===== src/gfems_pkg.sv =====
// ---------------------------------------------------------------------------
// gfems_pkg : shared types and constants
// Item layouts, controller state and command encoding for the GF(2^m)
// extended min-sum two-input combine.
// ---------------------------------------------------------------------------
`default_nettype none

package gfems_pkg;

  localparam int unsigned Lanes     = 4;
  localparam int unsigned StoreRows = 64;            // 256 symbols / 4 lanes
  localparam int unsigned RowW      = 6;
  localparam int unsigned IdxW      = 8;             // GF(256) symbol index
  localparam int unsigned NmLarge   = 13;
  localparam int unsigned NmSmall   = 7;
  localparam int unsigned NmW       = 4;             // indexes 0..NmLarge-1
  localparam int unsigned LoadCntW  = 7;

  typedef logic signed [15:0] llr_t;

  typedef struct packed {
    llr_t x_value_0;
    llr_t x_value_1;
    llr_t x_value_2;
    llr_t x_value_3;
    llr_t y_value_0;
    llr_t y_value_1;
    llr_t y_value_2;
    llr_t y_value_3;
  } in_item_t;

  typedef struct packed {
    llr_t z_value_0;
    llr_t z_value_1;
    llr_t z_value_2;
    llr_t z_value_3;
    logic last_group;
  } out_item_t;

  typedef enum logic [3:0] {
    ST_LOAD,
    ST_SORT,
    ST_SORT_END,
    ST_P1,
    ST_P1_END,
    ST_P2,
    ST_P2_END,
    ST_P3_RD,
    ST_P3_WR,
    ST_EMIT_RD,
    ST_EMIT_WAIT
  } state_e;

  typedef enum logic [2:0] {
    OP_NOP,
    OP_LOAD,
    OP_SORT,
    OP_P1,
    OP_P2,
    OP_P3,
    OP_EMIT
  } op_e;

  typedef struct packed {
    op_e             op;
    logic            order_sel;
    logic            list_clr;
    logic [IdxW-1:0] idx;        // load row, pass index or emit row
    logic [NmW-1:0]  pi;
    logic [NmW-1:0]  pj;
    logic            last;
  } cmd_t;

  typedef struct packed {
    logic out_valid;
    logic out_taken;
  } status_t;

endpackage

`default_nettype wire


===== src/gfems_ctrl.sv =====
// ---------------------------------------------------------------------------
// gfems_ctrl : sequencing state machine
// Counts the load, walks the selection sweep, the two configuration passes,
// the pair combine and the result emission; holds the order register.
// ---------------------------------------------------------------------------
`default_nettype none

module gfems_ctrl (
  input  wire logic                clk_i,
  input  wire logic                rst_ni,
  input  wire logic                cfg_we_i,
  input  wire logic                cfg_wdata_i,
  input  wire logic                in_valid_i,
  output logic                     in_stall_o,
  input  wire gfems_pkg::status_t  status_i,
  output gfems_pkg::cmd_t          cmd_o
);

  gfems_pkg::state_e                state_q, state_d;
  logic [gfems_pkg::LoadCntW-1:0]   load_cnt_q, load_cnt_d;
  logic [gfems_pkg::IdxW-1:0]       cnt_q, cnt_d;
  logic [gfems_pkg::NmW-1:0]        pi_q, pi_d, pj_q, pj_d;
  logic [gfems_pkg::RowW-1:0]       emit_q, emit_d;
  logic                             order_sel_q;

  logic                             in_acc;
  logic [gfems_pkg::IdxW-1:0]       order_last;
  logic [gfems_pkg::LoadCntW-1:0]   items_last;
  logic [gfems_pkg::NmW-1:0]        nm_last;
  logic                             load_done;

  assign order_last = order_sel_q ? 8'd255 : 8'd63;
  assign items_last = order_sel_q ? 7'd63 : 7'd15;
  assign nm_last    = order_sel_q ? gfems_pkg::NmW'(gfems_pkg::NmLarge - 1)
                                  : gfems_pkg::NmW'(gfems_pkg::NmSmall - 1);
  assign in_acc     = in_valid_i && (state_q == gfems_pkg::ST_LOAD);
  // a count already past the item total (order lowered mid-vector) also ends it
  assign load_done  = load_cnt_q >= items_last;

  always_comb begin
    state_d    = state_q;
    load_cnt_d = load_cnt_q;
    cnt_d      = cnt_q;
    pi_d       = pi_q;
    pj_d       = pj_q;
    emit_d     = emit_q;
    unique case (state_q)
      gfems_pkg::ST_LOAD: begin
        if (in_acc) begin
          if (load_done) begin
            load_cnt_d = '0;
            cnt_d      = '0;
            state_d    = gfems_pkg::ST_SORT;
          end else begin
            load_cnt_d = load_cnt_q + 1'b1;
          end
        end
      end
      gfems_pkg::ST_SORT, gfems_pkg::ST_P1, gfems_pkg::ST_P2: begin
        cnt_d = cnt_q + 1'b1;
        if (cnt_q == order_last) begin
          cnt_d = '0;
          unique case (state_q)
            gfems_pkg::ST_SORT: state_d = gfems_pkg::ST_SORT_END;
            gfems_pkg::ST_P1:   state_d = gfems_pkg::ST_P1_END;
            default:            state_d = gfems_pkg::ST_P2_END;
          endcase
        end
      end
      gfems_pkg::ST_SORT_END: state_d = gfems_pkg::ST_P1;
      gfems_pkg::ST_P1_END:   state_d = gfems_pkg::ST_P2;
      gfems_pkg::ST_P2_END: begin
        pi_d    = '0;
        pj_d    = '0;
        state_d = gfems_pkg::ST_P3_RD;
      end
      gfems_pkg::ST_P3_RD: state_d = gfems_pkg::ST_P3_WR;
      gfems_pkg::ST_P3_WR: begin
        state_d = gfems_pkg::ST_P3_RD;
        if (pj_q == nm_last) begin
          pj_d = '0;
          if (pi_q == nm_last) begin
            emit_d  = '0;
            state_d = gfems_pkg::ST_EMIT_RD;
          end else begin
            pi_d = pi_q + 1'b1;
          end
        end else begin
          pj_d = pj_q + 1'b1;
        end
      end
      gfems_pkg::ST_EMIT_RD: state_d = gfems_pkg::ST_EMIT_WAIT;
      gfems_pkg::ST_EMIT_WAIT: begin
        if (status_i.out_taken) begin
          if (emit_q == items_last[gfems_pkg::RowW-1:0]) begin
            state_d = gfems_pkg::ST_LOAD;
          end else begin
            emit_d  = emit_q + 1'b1;
            state_d = gfems_pkg::ST_EMIT_RD;
          end
        end
      end
      default: state_d = gfems_pkg::ST_LOAD;
    endcase
  end

  always_comb begin
    cmd_o           = '0;
    cmd_o.op        = gfems_pkg::OP_NOP;
    cmd_o.order_sel = order_sel_q;
    cmd_o.pi        = pi_q;
    cmd_o.pj        = pj_q;
    in_stall_o      = (state_q != gfems_pkg::ST_LOAD);
    unique case (state_q)
      gfems_pkg::ST_LOAD: begin
        cmd_o.idx      = {1'b0, load_cnt_q};
        cmd_o.op       = in_acc ? gfems_pkg::OP_LOAD : gfems_pkg::OP_NOP;
        cmd_o.list_clr = in_acc && load_done;
      end
      gfems_pkg::ST_SORT: begin
        cmd_o.op  = gfems_pkg::OP_SORT;
        cmd_o.idx = cnt_q;
      end
      gfems_pkg::ST_P1: begin
        cmd_o.op  = gfems_pkg::OP_P1;
        cmd_o.idx = cnt_q;
      end
      gfems_pkg::ST_P2: begin
        cmd_o.op  = gfems_pkg::OP_P2;
        cmd_o.idx = cnt_q;
      end
      gfems_pkg::ST_P3_RD: cmd_o.op = gfems_pkg::OP_P3;
      gfems_pkg::ST_EMIT_RD: begin
        cmd_o.op   = gfems_pkg::OP_EMIT;
        cmd_o.idx  = {2'b00, emit_q};
        cmd_o.last = (emit_q == items_last[gfems_pkg::RowW-1:0]);
      end
      default: cmd_o.op = gfems_pkg::OP_NOP;
    endcase
  end

  always_ff @(posedge clk_i or negedge rst_ni) begin
    if (!rst_ni) begin
      state_q     <= gfems_pkg::ST_LOAD;
      load_cnt_q  <= '0;
      cnt_q       <= '0;
      pi_q        <= '0;
      pj_q        <= '0;
      emit_q      <= '0;
      order_sel_q <= 1'b1;
    end else begin
      state_q    <= state_d;
      load_cnt_q <= load_cnt_d;
      cnt_q      <= cnt_d;
      pi_q       <= pi_d;
      pj_q       <= pj_d;
      emit_q     <= emit_d;
      if (cfg_we_i) begin
        order_sel_q <= cfg_wdata_i;
      end
    end
  end

endmodule

`default_nettype wire


===== config.mk =====
export PLATFORM = sky130hd
export DESIGN_NAME = gfems_ctrl
export DESIGN_NICKNAME = d
export VERILOG_FILES = /design/src/gfems_pkg.sv /design/src/gfems_ctrl.sv
export SDC_FILE = /design/constraint.sdc
export NUM_CORES = 1
export LEC_CHECK = 0
export ABC_AREA = 1
export BUFFER_PORTS_ARGS = -buffer_cell sky130_fd_sc_hd__buf_4
export CORE_ASPECT_RATIO = 0.9
export CORE_MARGIN = 5
export CORE_UTILIZATION = 50
export CTS_CLUSTER_DIAMETER = 30
export DETAILED_ROUTE_END_ITERATION = 10
export PLACE_DENSITY = 0.77
export SYNTH_ARGS = -nofsm -noshare
export SYNTH_HDL_FRONTEND = slang
export SYNTH_SLANG_ARGS = --single-unit

===== constraint.sdc =====
create_clock -name clk_i -period 1.8 [get_ports clk_i]
set_input_delay 0 -clock clk_i [delete_from_list [all_inputs] [get_ports clk_i]]
set_output_delay 0 -clock clk_i [all_outputs]
set_load 0.005 [all_outputs]

# After elaboration in Yosys (flattened, before gate mapping)
# Index checks and enable logic that the tools add are counted.
[word_totals] reg_bits=34 output_inout_bits=23
[op_classes] mux=32 order_cmp=1 add_sub_neg=5 n_eq_ne=22 reduce_logical=13
[op_table] cell="4-bit 2-to-1 mux" count=11
[op_table] cell="4-bit case mux with 9 select lines" count=1
[op_table] cell="8-bit 2-to-1 mux" count=4
[op_table] cell="6-bit 2-to-1 mux" count=5
[op_table] cell="8-bit case mux with 3 select lines" count=1
[op_table] cell="3-bit case mux with 6 select lines" count=1
[op_table] cell="4-bit by 3-bit equality test with 1-bit output (second input constant)" count=4
[op_table] cell="4-bit case mux with 2 select lines" count=2
[op_table] cell="8-bit case mux with 2 select lines" count=1
[op_table] cell="2-bit != test (second input constant)" count=7
[op_table] cell="4-bit equality test (second input constant)" count=3
[op_table] cell="6-bit case mux with 2 select lines" count=1
[op_table] cell="4-bit by 1-bit adder with 4-bit output (second input constant)" count=2
[op_table] cell="8-bit by 1-bit adder with 8-bit output (second input constant)" count=1
[op_table] cell="4-bit by 2-bit equality test with 1-bit output (second input constant)" count=2
[op_table] cell="4-bit equality test" count=2
[op_table] cell="8-bit equality test" count=1
[op_table] cell="7-bit by 1-bit adder with 7-bit output (second input constant)" count=1
[op_table] cell="7-bit by 6-bit >= comparator with 1-bit output" count=1
[op_table] cell="7-bit 2-to-1 mux" count=1
[op_table] cell="6-bit by 1-bit adder with 6-bit output (second input constant)" count=1
[op_table] cell="6-bit equality test" count=1
[op_table] cell="3-bit case mux with 2 select lines" count=1
[op_table] cell="3-bit AND reduction" count=2
[op_table] cell="11 further kinds" count=16

# Longest topological paths before layout
# Gate-level depths: netlist (run 1).
[depth] word_depth=5 ltp_mapped=11 ltp_nobuf=11

# Worst setup path before layout (run 1)
# No wires, ideal clock.
[synth_timing] kind="register to register" startpoint="register order_sel_q" endpoint="register cnt_q[0] (netlist name)" n_path_buf=0 required_time_ns=1.677 stages_incl_launch_ff=12 slack_ns=0.146 arrival_ns=1.531 path_cell_list="dfstp_2 > inv_1 > ha_1 > nand2_1 > nor2_1 > nand2_1 > nand2_1 > nand2_1 > nand2_2 > nand2_2 > nand2_1 > o21ai_1"
[synth_between] elab_chain_cells=4
[synth_lines] element="start: declaration" line_no="gfems_ctrl.sv:24" text="logic order_sel_q;"
[synth_lines] element="start signal: assignment" line_no="gfems_ctrl.sv:159" text="order_sel_q <= cfg_wdata_i;"
[synth_lines] element="6-bit 2-to-1 mux or 8-bit 2-to-1 mux (tied branches)" line_no="gfems_ctrl.sv:33, gfems_ctrl.sv:32"
[synth_lines] element="7-bit by 6-bit >= comparator with 1-bit output or 8-bit equality test (tied branches)" line_no="gfems_ctrl.sv:38, gfems_ctrl.sv:61"
[synth_lines] element="2-bit != test (no line) or 8-bit 2-to-1 mux (tied branches)"
[synth_lines] element="3-bit AND reduction (no line) or 8-bit case mux with 2 select lines (tied branches)"
[synth_lines] element="end signal: assignment" line_no="gfems_ctrl.sv:154" text="cnt_q <= cnt_d;"
[synth_lines] element="end: declaration" line_no="gfems_ctrl.sv:21" text="logic [gfems_pkg::IdxW-1:0] cnt_q, cnt_d;"
# Parallel ways exist; a longest one is shown, timed or not.
# A chain may end at the register's enable or synchronous reset.

==> run summary, run 1 <==
* outcome: finished clean
* area growth from synthesis to final layout: 21.0%
* synthesis-stage register bit count: 34
* number of buffers inserted during clock tree synthesis: 5
* Reg power frac: 35.7%
* proportion of synthesized chip area in sequential cells: 36.2%
* maximum fanout count along the critical path: 3
* Antenna Cells: 0
* fraction of power spent switching nets: 43.8%
* htree depth: 2
* register cell area after layout: 856 sq um
* cell at the root of the clock tree: clkbuf_8
* total of warnings raised by yosys: 0
* Via Count: 2189
* maximum vdd ir drop: 0.852 mV
* Initial Utilization: 52.1%
* startpoint kind of the worst setup timing path: flop
* highest metal layer used by the detailed router: met4
* row cnt: 23
* number of antenna violations at the first check in global routing: 0
* unrepaired setup endpoints after global routing: true
* highest clock rate: 574 MHz
* critical path, cell by cell: inv_4, ha_4, nand2_4, nor2_4, nand2_2, nand2_2, inv_2, nor2_4, buf_6
* global-route usage over all layers: 19.7%
* total overflow reported by the global router: 0
* remaining design rule violation count: 0
* Overall Power: 3520 uW
* Post-Syn Instances: 317
* Detailed Place HPWL: 3970 um
* arrival time at the worst endpoint: 1.74 ns
* iteration-0 DRC count of the detailed router: 111
* vias in the first global route: 2027
* stage delay of the slowest cell on the critical path: 0.56 ns
* DR WL met2: 2580 um
* number of top-level pins: 30
* Filler cells: 415
* mean number of vias per cell: 5.21
* number of sinks handled by clock tree synthesis: 34
* CORE AREA: 4520 sq um
* Die X: 82.4 um
* Worst Setup End Kind: output pin
* mean instance size in the synthesized netlist: 7.43 sq um
* post-synth top area share: 35.1%
* Fin Setup TNS: 0 ns
* mapped cell area: 2360 sq um
* max-slew violation count: 0
* leakage power: 0.00143 uW
* maximum number of pins on one net before global-route repair: 35
* Worst-path clk slew: 0.07 ns
* Die Span Y: 75.1 um
* combinational power share: 47.2%
* area of the multi-input gates: 1380 sq um
* fraction of registers with async set or reset after synthesis: 100%
* total cell area at the placement stage: 2620 sq um
* Tmin final: 1.74 ns
* clock latency at the later pin of the worst-skew pair: 0.30 ns
* nets in the synthesized netlist: 331
* TritonCTS clock tree: built
* Clock Tree Buf Depth: 2
* area leader, netlist: dfrtp_1
* die area: 6190 sq um
* largest cells by area after synthesis: dfrtp_1 (35%), nand2_1 (14%), nand3_1 (7.0%)
* PwrDens: 1240 nW/um^2
* drt pass-1 iters: 5
* fraction of final layout cells with drive strength greater than 1: 25.4%
* weighted congestion at the end of routability-driven global placement: 0.883
* count of flip-flops with a built-in enable after synthesis: 0
* routed wire length per instance: 13.4 um
* net switching component of the power: 1540 uW
* cell at the slowest stage of the critical path: dfstp_2
* maximum capacitance violations: 0
* Internal Power: 1980 uW
* max_slew headroom: 69.2%
* final hold violation count: 0
* final net count: 371
* Clk pwr share: 17.0%
* skew final: 0.00829 ns
* Tightest Hold Check Type: in -> reg
* Post-synth top flop: dfrtp_1
* required time at the endpoint of the critical path: 1.80 ns
* Distinct cells, synth: 35
* most instantiated cells after synthesis: nand2_1 (89), dfrtp_1 (33), nand3_1 (33)
* Routed WL: 5620 um
* slew at the pin with the worst max-slew slack: 0.461 ns
* share of the cycle needed by the critical path after routing: 96.8%
* Non-Filler Cell Area, Final: 2850 sq um
* wire length of the first global-routing pass: 9270 um
* most frequently used cell type in the post-synthesis netlist: nand2_1
* routed length on met1: 2740 um
* crit path kind: reg -> out
* antenna-violating nets left: 0
* count of final setup violators: 0
* met3 wire length: 247 um
* Buffers on Ports: 28
## routing by layer
| layer | vias to the layer above | track usage, % |
|---|---|---|
| li1 | 1110 | - |
| met3 | 5 | 4.55 |
| met4 | 0 | 5.54 |
| met5 | - | 0 |
| met1 | 1022 | 27.7 |
| met2 | 52 | 30.3 |
## critical path, delay by kind of cell (launching register included)
kind	cells	cell delay, ns
adders and majority gates	1	0.27
DFF	1	0.56
buffers and inverters	3	0.22
and+or+nand+nor	5	0.41
## cell families (layout without fill, tap and decap cells)
| group | count (synthesis) | in the layout | synth area share [%] |
|---|---|---|---|
| flip-flops | 34 | 34 | 36.2 |
| AO/OA/AOI/OAI | 42 | 42 | 9.98 |
| adder cells (fa/ha/maj) | 7 | 7 | 3.72 |
| buffers and inverters | 42 | 83 | 8.07 |
| XOR/XNOR | 10 | 10 | 3.72 |
| AND/OR/NAND/NOR | 182 | 182 | 38.3 |
## final cells by class
cell class	instances	area share, %
Clock inverter	1	0.176
Tap cell	62	2.72
Sequential cell	34	30.0
Multi-Input combinational cell	241	48.4
Timing Repair Buffer	39	10.7
Clock buffer	7	3.03
Inverter	36	5.00
## repair_timing
| action | CTS | global route |
|---|---|---|
| pin swaps | 3 | 6 |
| hold endpoints to repair | 35 | 0 |
| setup buffers | 2 | 3 |
| endpoints found under the setup margin | 1 | 23 |
| resized for setup | 4 | 16 |
| hold buffers | 3 | 0 |
## state kept, by name, indices dropped and copies added (netlist names)
signal	flops
pj_q	4
load_cnt_q	7
pi_q	4
emit_q	6
cnt_q	8
state_q	4
order_sel_q	1
## per-stage QoR
| step | setup WS, ns | hold slack [ns] | util, % | instances |
|---|---|---|---|---|
| after global placement | 0.135 | -0.0189 | 57.9 | 404 |
| after detailed placement | 0.0631 | -0.0173 | 57.9 | 404 |
| final | 0.0568 | 0.0545 | 63.1 | 420 |
| after CTS | 0.00712 | 0.0401 | 61.3 | 417 |
| after global routing | -0.0173 | 0.0742 | 63.1 | 420 |
| after floorplan | 0.146 | -0.296 | - | 317 |
## final timing paths
kind,slack [ns],from,depth (start not counted),to
max,0.06,order_sel_q,9,cmd_o[17]
min,0.05,status_i[0],4,state_q[3]
max reg2reg,0.11,order_sel_q,11,state_q[3]
min reg2reg,0.50,emit_q[3],2,emit_q[3]
max in group asynchronous,1.25,rst_ni,2,state_q[3]
min in group asynchronous,0.19,rst_ni,2,cnt_q[2]
## placed cells by master (no fill, tap or decap), types with 4 or more instances in the layout
| cell | count |
|---|---|
| a21oi_1 | 6 |
| buf_4 | 35 |
| clkbuf_8 | 6 |
| dfrtp_1 | 30 |
| ha_1 | 5 |
| inv_1 | 26 |
| inv_2 | 7 |
| nand2_1 | 85 |
| nand2_2 | 6 |
| nand2_4 | 8 |
| nand3_1 | 33 |
| nand3b_1 | 4 |
| nor2_1 | 19 |
| nor2_2 | 6 |
| nor2_4 | 4 |
| nor3_1 | 6 |
| o21ai_0 | 22 |
| o21ai_1 | 5 |
| xor2_1 | 8 |
## power by group through the flow
stage	combinational (uW)	sequential, uW	clock [uW]
floorplan	1170	1140	0
global placement	1530	1230	0
detailed placement	1550	1240	0
CTS	1580	1230	611
global route	1860	1290	640
finish	1660	1260	600
Power figures use the tool's default switching activity.
==> run 2, diff against run 1 <==
--- a/config.mk
+++ b/config.mk
@@ -7,12 +7,14 @@
 export LEC_CHECK = 0
 export ABC_AREA = 1
 export BUFFER_PORTS_ARGS = -buffer_cell sky130_fd_sc_hd__buf_4
+export CELL_PAD_IN_SITES_DETAIL_PLACEMENT = 1
+export CELL_PAD_IN_SITES_GLOBAL_PLACEMENT = 2
 export CORE_ASPECT_RATIO = 0.9
 export CORE_MARGIN = 5
-export CORE_UTILIZATION = 50
+export CORE_UTILIZATION = 33
 export CTS_CLUSTER_DIAMETER = 30
 export DETAILED_ROUTE_END_ITERATION = 10
-export PLACE_DENSITY = 0.77
+export PLACE_DENSITY = 0.86
 export SYNTH_ARGS = -nofsm -noshare
 export SYNTH_HDL_FRONTEND = slang
 export SYNTH_SLANG_ARGS = --single-unit
==> run summary, run 2 (synthesized netlist as in run 1, its figures left out) <==
* die area: 8930 sq um, was 6190 sq um
* slew at the pin with the worst max-slew slack: 0.466 ns, was 0.461 ns
* Initial Utilization: 33.6%, was 52.1%
* cell at the root of the clock tree: clkbuf_8, unchanged
* Worst-path clk slew: 0.07 ns, about the same
* maximum fanout count along the critical path: 3, unchanged
* number of sinks handled by clock tree synthesis: 34, unchanged
* routed wire length per instance: 15.1 um, was 13.4 um
* number of buffers inserted during clock tree synthesis: 5, unchanged
* antenna-violating nets left: 0, unchanged
* most common cell after layout, fill and taps aside: nand2_1, unchanged
* worst reg-to-reg path cell count: 11, unchanged
* max reg flops: 8, unchanged
* maximum number of pins on one net before global-route repair: 35, unchanged
* Antenna Cells: 0, unchanged
* Tightest Hold Check Type: in -> reg, unchanged
* worst hold path depth: 4, unchanged
* unrepaired setup endpoints after global routing: true, unchanged
* total cell area at the placement stage: 2680 sq um, was 2620 sq um
* Die X: 99.1 um, was 82.4 um
* Routed WL: 6830 um, was 5620 um
* wire length of the first global-routing pass: 11700 um, was 9270 um
* leakage power: 0.00142 uW, was 0.00143 uW
* vias in the first global route: 2343, was 2027
* Filler cells: 869, was 415
* arrival time at the worst endpoint: 1.75 ns, was 1.74 ns
* final core utilization: 41.1%, was 63.1%
* CORE AREA: 7000 sq um, was 4520 sq um
* final hold violation count: 0, unchanged
* PwrDens: 1260 nW/um^2, was 1240 nW/um^2
* weighted congestion at the end of routability-driven global placement: 0.813, was 0.883
* total overflow reported by the global router: 0, unchanged
* maximum capacitance violations: 0, unchanged
* count of final setup violators: 0, unchanged
* TritonCTS clock tree: built, unchanged
* fraction of final layout cells with drive strength greater than 1: 25.9%, was 25.4%
* crit path kind: reg -> out, unchanged
* maximum vdd ir drop: 0.382 mV, was 0.852 mV
* highest metal layer used by the detailed router: met4, unchanged
* mean number of vias per cell: 4.90, was 5.21
* area growth from synthesis to final layout: 22.3%, was 21.0%
* Non-Filler Cell Area, Final: 2880 sq um, was 2850 sq um
* max-slew violation count: 0, unchanged
* startpoint kind of the worst setup timing path: flop, unchanged
* clock latency at the later pin of the worst-skew pair: 0.30 ns, about the same
* global-route usage over all layers: 16.2%, was 19.7%
* register containing the most flip-flops in the final layout: cnt_q, unchanged
* outcome: finished clean, unchanged
* register cell area after layout: 856 sq um, unchanged
* iteration-0 DRC count of the detailed router: 75, was 111
* row cnt: 29, was 23
* highest-count cells in the layout ignoring fill and taps: nand2_1 (84), buf_4 (36), nand3_1 (33), dfrtp_1 (30), inv_1 (25), was nand2_1 (85), buf_4 (35), nand3_1 (33), dfrtp_1 (30), inv_1 (26)
* max_slew headroom: 69.0%, was 69.2%
* Buffers on Ports: 28, unchanged
* final net count: 372, was 371
* Tmin final: 1.75 ns, was 1.74 ns
* total instance count after detailed placement: 438, was 404
* drt pass-1 iters: 4, was 5
* DR WL met2: 3260 um, was 2580 um
* final cell count without fillers: 452, was 420
* Worst Setup End Kind: output pin, unchanged
* Fin Setup TNS: 0 ns, unchanged
* htree depth: 2, unchanged
* routed length on met1: 3340 um, was 2740 um
* Via Count: 2215, was 2189
* Overall Power: 3630 uW, was 3520 uW
* Clock Tree Buf Depth: 2, unchanged
* met3 wire length: 170 um, was 247 um
* highest clock rate: 573 MHz, was 574 MHz
* number of top-level pins: 30, unchanged
* Die Span Y: 90.2 um, was 75.1 um
* area of the multi-input gates: 1360 sq um, was 1380 sq um
* share of the cycle needed by the critical path after routing: 97.0%, was 96.8%
* number of antenna violations at the first check in global routing: 0, unchanged
* skew final: 0.0100 ns, was 0.00829 ns
* required time at the endpoint of the critical path: 1.80 ns, about the same
* Detailed Place HPWL: 5150 um, was 3970 um
* remaining design rule violation count: 0, unchanged
* Regs by FF count: cnt_q x8, load_cnt_q x7, emit_q x6, unchanged
run 2: where the power goes:
part | total, uW | switching (uW) | leakage, uW | internal [uW]
combinational | 1750 | 1020 | 0.000928 | 723
clock | 627 | 314 | 0.0000455 | 313
sequential | 1260 | 296 | 0.000447 | 961
total | 3630 | 1630 | 0.00142 | 2000
run 2: area by class of cell:
| class | count | share of cell area (%) |
|---|---|---|
| Inverter | 36 | 5.04 |
| Timing Repair Buffer | 40 | 10.8 |
| Clock buffer | 8 | 3.13 |
| Multi-Input combinational cell | 241 | 47.3 |
| Sequential cell | 34 | 29.7 |
| Tap cell | 93 | 4.04 |
run 2: through the flow:
stage	hold WS [ns]	worst slack (ns)
2_1_floorplan	-0.296	0.146
3_3_place_gp	-0.00807	0.0777
3_5_place_dp	-0.00104	0.0337
4_1_cts	0.0495	0.00970
5_1_grt	0.0537	-0.0342
6_report	0.0438	0.0541
run 2: critical path, stage by stage, from the launching register on:
cell and delay (ns):
dfstp_2 0.56, inv_4 0.05, ha_4 0.25, nand2_2 0.04, nor2_2 0.12, nand2_2 0.07, nand2_2 0.09, inv_4 0.04
nor2_4 0.11, buf_6 0.11
run 2: worst paths after layout:
| path | start | end | slack [ns] |
|---|---|---|---|
| worst max-delay path | order_sel_q | cmd_o[17] | 0.05 |
| worst min-delay path | status_i[0] | state_q[3] | 0.04 |
| worst max register to register | order_sel_q | state_q[1] | 0.09 |
| worst min register to register | emit_q[3] | emit_q[3] | 0.51 |
| max in group asynchronous | rst_ni | state_q[1] | 1.25 |
| min in group asynchronous | rst_ni | state_q[2] | 0.20 |
run 2: timing repair:
action                                  CTS  global route
resized for setup                         5            14
buffers inserted                          1             2
pin swaps                                 3             7
endpoints found under the hold margin    34             0
endpoints found under the setup margin    2            18
hold buffers                              3             0
run 2: metal layers:
layer	vias up	track usage [%]
met5	-	0
met4	0	3.41
met3	8	3.10
met2	24	26.0
met1	1068	22.5
li1	1115	-
